--- config.mk ---
export PLATFORM = sky130hd
export DESIGN_NAME = strided_int8_conv1d
export DESIGN_NICKNAME = d
export VERILOG_FILES = /design/src/sconv_pkg.sv /design/src/sconv_cell.sv /design/src/sconv_ctrl.sv /design/src/strided_int8_conv1d.sv
export SDC_FILE = /design/constraint.sdc
export NUM_CORES = 2
export LEC_CHECK = 0
export BUFFER_PORTS_ARGS = -buffer_cell sky130_fd_sc_hd__buf_2
export CELL_PAD_IN_SITES_DETAIL_PLACEMENT = 1
export CELL_PAD_IN_SITES_GLOBAL_PLACEMENT = 1
export CORE_MARGIN = 3
export CORE_UTILIZATION = 40
export CTS_CLUSTER_SIZE = 30
export DETAILED_ROUTE_END_ITERATION = 12
export PLACE_DENSITY = 0.77
export REMOVE_ABC_BUFFERS = 1
export SYNTH_ARGS = -nofsm -noshare
export SYNTH_HDL_FRONTEND = slang
export SYNTH_SLANG_ARGS = --single-unit
export TNS_END_PERCENT = 20
--- constraint.sdc ---
create_clock -name clk -period 8.6 [get_ports clk]
set_input_delay 0.43 -clock clk [delete_from_list [all_inputs] [get_ports clk]]
set_output_delay 0.43 -clock clk [all_outputs]
set_load 0.01 [all_outputs]
--- src/sconv_pkg.sv ---
// Shared constants and types for the strided int8 1-D convolution block.
`default_nettype none
package sconv_pkg;

    localparam int SAMPLE_W     = 8;
    localparam int PROD_W       = 16;
    localparam int RESULT_W     = 19;
    localparam int CNT_W        = 16;
    localparam int TAPS_IN_REG  = 8;
    localparam int TAPS_W       = 64;
    localparam int TAP_COUNT_W  = 4;
    localparam int STRIDE_W     = 4;
    localparam int CFG_IDX_W    = 2;
    localparam int CFG_DATA_W   = 64;

    localparam int DEF_MAX_TAPS   = 8;
    localparam int DEF_MAX_STRIDE = 8;

    localparam logic [TAP_COUNT_W-1:0] TAP_COUNT_RST = 4'd8;
    localparam logic [STRIDE_W-1:0]    STRIDE_RST    = 4'd2;

    typedef enum logic [CFG_IDX_W-1:0] {
        CFG_TAPS         = 2'd0,
        CFG_TAP_COUNT    = 2'd1,
        CFG_STRIDE       = 2'd2,
        CFG_OUTPUT_COUNT = 2'd3
    } cfg_idx_t;

    // per-item decision from the sequence counters
    typedef struct packed {
        logic             emit;
        logic [CNT_W-1:0] index;
        logic             last;
    } emit_t;

endpackage
`default_nettype wire

--- src/sconv_cell.sv ---
// One delay-line cell: holds a window sample and its registered tap product.
`default_nettype none
module sconv_cell #(
    parameter int MAX_TAPS = sconv_pkg::DEF_MAX_TAPS,
    parameter int IDX      = 0,
    localparam int NT_W    = $clog2(MAX_TAPS + 1)
) (
    input  wire                                        clk,
    input  wire                                        shift_en,
    input  wire logic signed [sconv_pkg::SAMPLE_W-1:0] din,
    output logic signed [sconv_pkg::SAMPLE_W-1:0]      dout,
    input  wire logic [sconv_pkg::TAPS_W-1:0]          taps_packed,
    input  wire logic [NT_W-1:0]                       nt,
    output logic signed [sconv_pkg::PROD_W-1:0]        prod
);

    logic signed [sconv_pkg::SAMPLE_W-1:0] sample_reg;
    logic signed [sconv_pkg::PROD_W-1:0]   prod_reg;
    logic signed [sconv_pkg::SAMPLE_W-1:0] coef;
    logic [NT_W-1:0]                       tap_idx;

    // this cell holds the sample that meets tap (nt-1-IDX)
    always_comb
    begin
        tap_idx = nt - NT_W'(IDX + 1);
        coef    = '0;
        if (int'(nt) > IDX)
        begin
            for (int j = 0; j < sconv_pkg::TAPS_IN_REG; j++)
            begin
                if (int'(tap_idx) == j)
                    coef = taps_packed[j*sconv_pkg::SAMPLE_W +: sconv_pkg::SAMPLE_W];
            end
        end
    end

    // cells past the tap count give a hard zero, whatever sample they hold
    always_ff @(posedge clk)
    begin
        if (shift_en)
        begin
            sample_reg <= din;
            if (int'(nt) > IDX)
                prod_reg <= din * coef;
            else
                prod_reg <= '0;
        end
    end

    assign dout = sample_reg;
    assign prod = prod_reg;

endmodule
`default_nettype wire

--- src/sconv_ctrl.sv ---
// Sequence counters: fill count, stride phase and output count.
`default_nettype none
module sconv_ctrl #(
    parameter int MAX_TAPS   = sconv_pkg::DEF_MAX_TAPS,
    parameter int MAX_STRIDE = sconv_pkg::DEF_MAX_STRIDE,
    localparam int NT_W      = $clog2(MAX_TAPS + 1),
    localparam int ST_W      = $clog2(MAX_STRIDE + 1)
) (
    input  wire                                   clk,
    input  wire                                   rst_n,
    input  wire                                   accept,
    input  wire                                   start_req,
    input  wire logic [NT_W-1:0]                  nt,
    input  wire logic [ST_W-1:0]                  st,
    input  wire logic [sconv_pkg::CNT_W-1:0]      output_count,
    output sconv_pkg::emit_t                      info
);

    logic [NT_W-1:0]             seen_reg, seen_next;
    logic [ST_W-1:0]             phase_reg, phase_next;
    logic [sconv_pkg::CNT_W-1:0] done_reg, done_next;

    logic [NT_W-1:0]             seen_base;
    logic [ST_W-1:0]             phase_base, ph;
    logic [ST_W:0]               ph_inc;
    logic [sconv_pkg::CNT_W-1:0] done_base;

    always_comb
    begin
        seen_base  = start_req ? '0 : seen_reg;
        phase_base = start_req ? '0 : phase_reg;
        done_base  = start_req ? '0 : done_reg;

        // fill count only needs to reach the largest tap count
        seen_next = (int'(seen_base) < MAX_TAPS) ? seen_base + NT_W'(1) : seen_base;

        ph         = (phase_base >= st) ? '0 : phase_base;
        ph_inc     = {1'b0, ph} + (ST_W+1)'(1);
        phase_next = phase_base;
        info.emit  = 1'b0;
        if (seen_next >= nt)
        begin
            info.emit  = (ph == '0) && (done_base < output_count);
            phase_next = (ph_inc >= {1'b0, st}) ? '0 : ph_inc[ST_W-1:0];
        end

        info.index = done_base;
        info.last  = ({1'b0, done_base} + 17'd1) == {1'b0, output_count};
        done_next  = info.emit ? done_base + sconv_pkg::CNT_W'(1) : done_base;
    end

    always_ff @(posedge clk or negedge rst_n)
    begin
        if (!rst_n)
        begin
            seen_reg  <= '0;
            phase_reg <= '0;
            done_reg  <= '0;
        end
        else if (accept)
        begin
            seen_reg  <= seen_next;
            phase_reg <= phase_next;
            done_reg  <= done_next;
        end
    end

endmodule
`default_nettype wire

--- src/strided_int8_conv1d.sv ---
// Path: a result passes the cell product registers, then the adder-tree output register, before it leaves.
// Throughput: one sample per cycle; the cell row, the product registers and the
// adder-tree output register each move one item per cycle, stalls back up per stage.
// Reset (rst_n, async): counters and valids clear, registers take their reset values;
// the delay line is not cleared, it is only read once refilled.
`default_nettype none
module strided_int8_conv1d #(
    parameter int MAX_TAPS   = sconv_pkg::DEF_MAX_TAPS,
    parameter int MAX_STRIDE = sconv_pkg::DEF_MAX_STRIDE
) (
    input  wire                                        clk,
    input  wire                                        rst_n,
    input  wire                                        cfg_write_en,
    input  wire logic [sconv_pkg::CFG_IDX_W-1:0]       cfg_index,
    input  wire logic [sconv_pkg::CFG_DATA_W-1:0]      cfg_data,
    input  wire                                        in_valid,
    output logic                                       in_stall,
    input  wire logic signed [sconv_pkg::SAMPLE_W-1:0] sample,
    input  wire                                        start_req,
    output logic                                       out_valid,
    input  wire                                        out_stall,
    output logic signed [sconv_pkg::RESULT_W-1:0]      result,
    output logic [sconv_pkg::CNT_W-1:0]                result_index,
    output logic                                       last_result
);

    localparam int NT_W   = $clog2(MAX_TAPS + 1);
    localparam int ST_W   = $clog2(MAX_STRIDE + 1);
    localparam int EXT_W  = sconv_pkg::RESULT_W - sconv_pkg::PROD_W;

    logic [sconv_pkg::TAPS_W-1:0]      taps_packed_reg;
    logic [sconv_pkg::TAP_COUNT_W-1:0] tap_count_reg;
    logic [sconv_pkg::STRIDE_W-1:0]    stride_reg;
    logic [sconv_pkg::CNT_W-1:0]       output_count_reg;

    logic [NT_W-1:0] nt;
    logic [ST_W-1:0] st;

    logic                                  accept, s1_move, s2_move;
    sconv_pkg::emit_t                      info;
    logic                                  s1_valid_reg;
    logic [sconv_pkg::CNT_W-1:0]           s1_index_reg;
    logic                                  s1_last_reg;
    logic                                  out_valid_reg;
    logic signed [sconv_pkg::RESULT_W-1:0] result_reg, result_next;
    logic [sconv_pkg::CNT_W-1:0]           index_reg;
    logic                                  last_reg;

    logic signed [sconv_pkg::SAMPLE_W-1:0] chain [MAX_TAPS+1];
    logic signed [sconv_pkg::PROD_W-1:0]   prod  [MAX_TAPS];

    // configuration
    always_ff @(posedge clk or negedge rst_n)
    begin
        if (!rst_n)
        begin
            taps_packed_reg  <= '0;
            tap_count_reg    <= sconv_pkg::TAP_COUNT_RST;
            stride_reg       <= sconv_pkg::STRIDE_RST;
            output_count_reg <= '0;
        end
        else if (cfg_write_en)
        begin
            case (sconv_pkg::cfg_idx_t'(cfg_index))
                sconv_pkg::CFG_TAPS:
                    taps_packed_reg <= cfg_data;
                sconv_pkg::CFG_TAP_COUNT:
                    tap_count_reg <= cfg_data[sconv_pkg::TAP_COUNT_W-1:0];
                sconv_pkg::CFG_STRIDE:
                    stride_reg <= cfg_data[sconv_pkg::STRIDE_W-1:0];
                sconv_pkg::CFG_OUTPUT_COUNT:
                    output_count_reg <= cfg_data[sconv_pkg::CNT_W-1:0];
                default: ;
            endcase
        end
    end

    // clamp tap count and stride into 1..max
    always_comb
    begin
        if (tap_count_reg == '0)
            nt = NT_W'(1);
        else if (int'(tap_count_reg) > MAX_TAPS)
            nt = NT_W'(MAX_TAPS);
        else
            nt = NT_W'(tap_count_reg);

        if (stride_reg == '0)
            st = ST_W'(1);
        else if (int'(stride_reg) > MAX_STRIDE)
            st = ST_W'(MAX_STRIDE);
        else
            st = ST_W'(stride_reg);
    end

    // per-stage flow control
    assign s2_move  = !out_valid_reg || !out_stall;
    assign s1_move  = !s1_valid_reg || s2_move;
    assign in_stall = !s1_move;
    assign accept   = in_valid && s1_move;

    sconv_ctrl #(
        .MAX_TAPS   (MAX_TAPS),
        .MAX_STRIDE (MAX_STRIDE)
    ) u_ctrl (
        .clk          (clk),
        .rst_n        (rst_n),
        .accept       (accept),
        .start_req    (start_req),
        .nt           (nt),
        .st           (st),
        .output_count (output_count_reg),
        .info         (info)
    );

    assign chain[0] = sample;

    for (genvar k = 0; k < MAX_TAPS; k++)
    begin : g_cell
        sconv_cell #(
            .MAX_TAPS (MAX_TAPS),
            .IDX      (k)
        ) u_cell (
            .clk         (clk),
            .shift_en    (accept),
            .din         (chain[k]),
            .dout        (chain[k+1]),
            .taps_packed (taps_packed_reg),
            .nt          (nt),
            .prod        (prod[k])
        );
    end

    // adder tree over the cell products; sums wrap at the result width
    always_comb
    begin
        result_next = '0;
        for (int k = 0; k < MAX_TAPS; k++)
            result_next = result_next + {{EXT_W{prod[k][sconv_pkg::PROD_W-1]}}, prod[k]};
    end

    always_ff @(posedge clk or negedge rst_n)
    begin
        if (!rst_n)
        begin
            s1_valid_reg  <= 1'b0;
            out_valid_reg <= 1'b0;
        end
        else
        begin
            if (s1_move)
                s1_valid_reg <= accept && info.emit;
            if (s2_move)
                out_valid_reg <= s1_valid_reg;
        end
    end

    always_ff @(posedge clk)
    begin
        if (accept)
        begin
            s1_index_reg <= info.index;
            s1_last_reg  <= info.last;
        end
        if (s2_move && s1_valid_reg)
        begin
            result_reg <= result_next;
            index_reg  <= s1_index_reg;
            last_reg   <= s1_last_reg;
        end
    end

    assign out_valid    = out_valid_reg;
    assign result       = result_reg;
    assign result_index = index_reg;
    assign last_result  = last_reg;

endmodule
`default_nettype wire
==> metrics.cfg <==
[outcome]
status = complete, no violations

[timing]
rsz0062_at_grt = no
finalSetupTns_ns = 0
fmax_ghz = 0.1287
finClkSkew_ns = 0.03177
max_slew_margin = 0.2035
setup_viol = 0
min_period_ns = 7.772
drv_slew = 0
tightest_slew_ns = 1.186
finalHoldViolations = 0
finalCritPeriodShare = 0.9037

[placement]
placed_area_um2 = 41490
gp_congestion = 0.9746
port_buffers = 117
dp_hpwl_um = 96950

[run]
max_cap_violations = 0

[synthesis]
synthDistinctLibCells = 85
synth_edf_count = 237
ys_warn_count = 0
yosysSeqAreaShare = 0.2546
synth_top_area_frac = 0.2786
synthArstFlopShare = 0.3248
synth_area_leaders = fa_1, edfxtp_1, ha_1
syn_avg_cell_area_um2 = 10.12
synth.cell_area_um2 = 39170
syn_inst = 3872
ys.flop_type = edfxtp_1
synth-seq-cells = 351
synth_area_leader_cell = fa_1

[critical_path]
worstPathArrival_ns = 8.14
crit_path_start = tap_count_reg[3]$_DFFE_PN1P_
crit_path_max_incr_delay_ns = 0.82
end_kind = flip-flop
crit_chain = nand2b_1 > inv_2 > ha_1 > nand2b_1 > nor3_1 > a221oi_1 > a31oi_1 > nand2_1 > fa_1 > inv_1 > fa_1 > inv_1 > fa_1 > fa_1 > inv_1 > ha_1 > nor2b_1 > o21ai_0 > a21oi_1 > o41ai_1 > o21ai_0 > xnor2_1 > nor2_1
cpMostUsedCell = fa_1
crit_type = reg2reg
reg2reg_slack_ns = 0.83
crit_slowest_cell = a31oi_1
required_ns = 8.97
setup.worst_path.start_class = flip-flop
r2r_start = tap_count_reg[3]$_DFFE_PN1P_
critPathMaxFanout = 20

[die]
io_pins = 118
num_rows = 114
initial_core_util = 0.4044
die_area_um2 = 101700
die_y_um = 318.9
die_w_um = 318.9
core_um2 = 96850

[cts]
worstSkewPairLatency_ns = 0.64
clk_pin_slew_ns = 0.07
ctsLongestPathBuffers = 3
root_buffer = clkbuf_16
post_cts_buffers = 0
cts_tree = yes
htreeDepth = 2
cts_buffers = 46
cts_sinks = 351
cts.repair.resized = 0

[detailed_routing]
dr.pass1.iters = 9
finalWirelength_um = 121900
drc = 0
ant_nets = 0
drt_iter0_drc = 1805
wl_per_cell_um = 22.81
viasPerCell = 5.405
vias = 28893

[final_layout]
fillers = 10783
design_area_um2 = 43410
layout_common_cells = inv_1, fa_1, ha_1, nor2_1, edfxtp_1
area_delta_synth_final_pct = 10.83
final_common_cell = inv_1
fin_nets = 4932
drive_gt1_frac = 0.1012
largest_register_ffs = 128

[global_route]
grt_remaining_overflow = 0
grt_pass1_wl_um = 191400
grt_pass1_vias = 32452
grt_start_max_net_pins = 172
track_usage = 0.2438
antenna_found_initial = 9

[min_path]
hp-start = cfg_data[30]
hold_class = in2reg

==> layer usage <==
layer,vias up,global-route usage,wire [µm]
met5,-,0,0
met4,0,0.1002,5177
met3,219,0.03440,6551
met2,817,0.4164,59840
met1,15042,0.3120,50370
li1,12815,-,-
==> synth_stat cells (8+ instances only) <==
master / n
xor2_1: 35
a31oi_1: 20
buf_1: 8
inv_1: 777
dfrtp_1: 112
a211oi_1: 25
a221o_1: 8
and2_1: 174
nor2b_1: 148
xnor2_1: 131
fa_1: 545
a221oi_1: 20
nor3_1: 36
a21oi_1: 98
o21ai_0: 97
buf_2: 13
a21boi_0: 15
or2_2: 28
nand2_1: 187
o21bai_1: 9
nor2_1: 276
a21o_1: 15
a41o_1: 8
ha_1: 282
a22o_1: 21
mux2i_1: 13
edfxtp_1: 237
and3_1: 65
nand2b_1: 50
o22ai_1: 9
mux2_2: 93
nand3_1: 68
a22oi_1: 43
o21a_1: 18
clkbuf_1: 68
==> cell type report <==
type	instances	area (µm²)	area share
clock inverters	32	489.2	0.01127
diodes	8	20.02	0.0004612
repair buffers	195	1229	0.02830
well taps	1276	1597	0.03678
multi-input cells	2650	25920	0.5972
flip-flops and latches	351	9972	0.2297
inverters	781	2939	0.06771
clock buffers	53	1239	0.02854
==> logic make-up (layout without fill, tap and decap cells) <==
logic type / after synthesis / count (layout) / share of synthesized area
compound gates: 480 / 480 / 0.08529
xor+xnor: 166 / 166 / 0.03712
fa+ha+maj: 827 / 827 / 0.3686
buf+inv: 871 / 1061 / 0.08398
flops: 351 / 351 / 0.2546
mux: 107 / 107 / 0.03063
other cells: 0 / 8 / 0
simple gates: 1070 / 1070 / 0.1397
==> path summary, 6_finish.rpt <==
| kind | endpoint | cells after the start |
|---|---|---|
| worst min-delay path | taps_packed_reg[30]$_DFFE_PN0P_ | 2 |
| max in group asynchronous | output_count_reg[9]$_DFFE_PN0P_ | 3 |
| min in group asynchronous | u_ctrl.done_reg[7]$_DFFE_PN0P_ | 2 |
| worst min register to register | result_index[7]$_DFFE_PP_ | 0 |
| worst max register to register | g_cell[4].u_cell.prod[14]$_SDFFCE_PP0P_ | 23 |
| worst max-delay path | g_cell[4].u_cell.prod[14]$_SDFFCE_PP0P_ | 23 |
==> worst max-delay path, delay by kind of cell, from the launching register on <==
family,cells,cell delay (ns)
AND/OR/NAND/NOR,6,1.51
XOR/XNOR,1,0.16
flip-flops,1,0.37
buffers and inverters,4,0.63
adder cells (fa/ha/maj),6,2.60
AO/OA/AOI/OAI,6,2.21
==> per-stage QoR <==
step / instances / hold slack, ns / worst slack [ns] / utilization
after floorplan: 3782 / 0.1344 / 1.244 / -
after global placement: 5236 / 0.4021 / 1.180 / 0.4284
after detailed placement: 5236 / 0.4057 / 0.9768 / 0.4284
after CTS: 5338 / 0.0007838 / 0.9489 / 0.4480
after global routing: 5346 / 0.007908 / 0.4080 / 0.4482
final: 5346 / 0.03708 / 0.8279 / 0.4482
==> what timing repair did <==
action,in CTS,in global routing
endpoints found under the hold margin,56,0
hold buffers,17,0
endpoints found under the setup margin,0,0
Power is not shown: default switching activity piles up to over one toggle a cycle in this logic, so the estimate is an artifact.
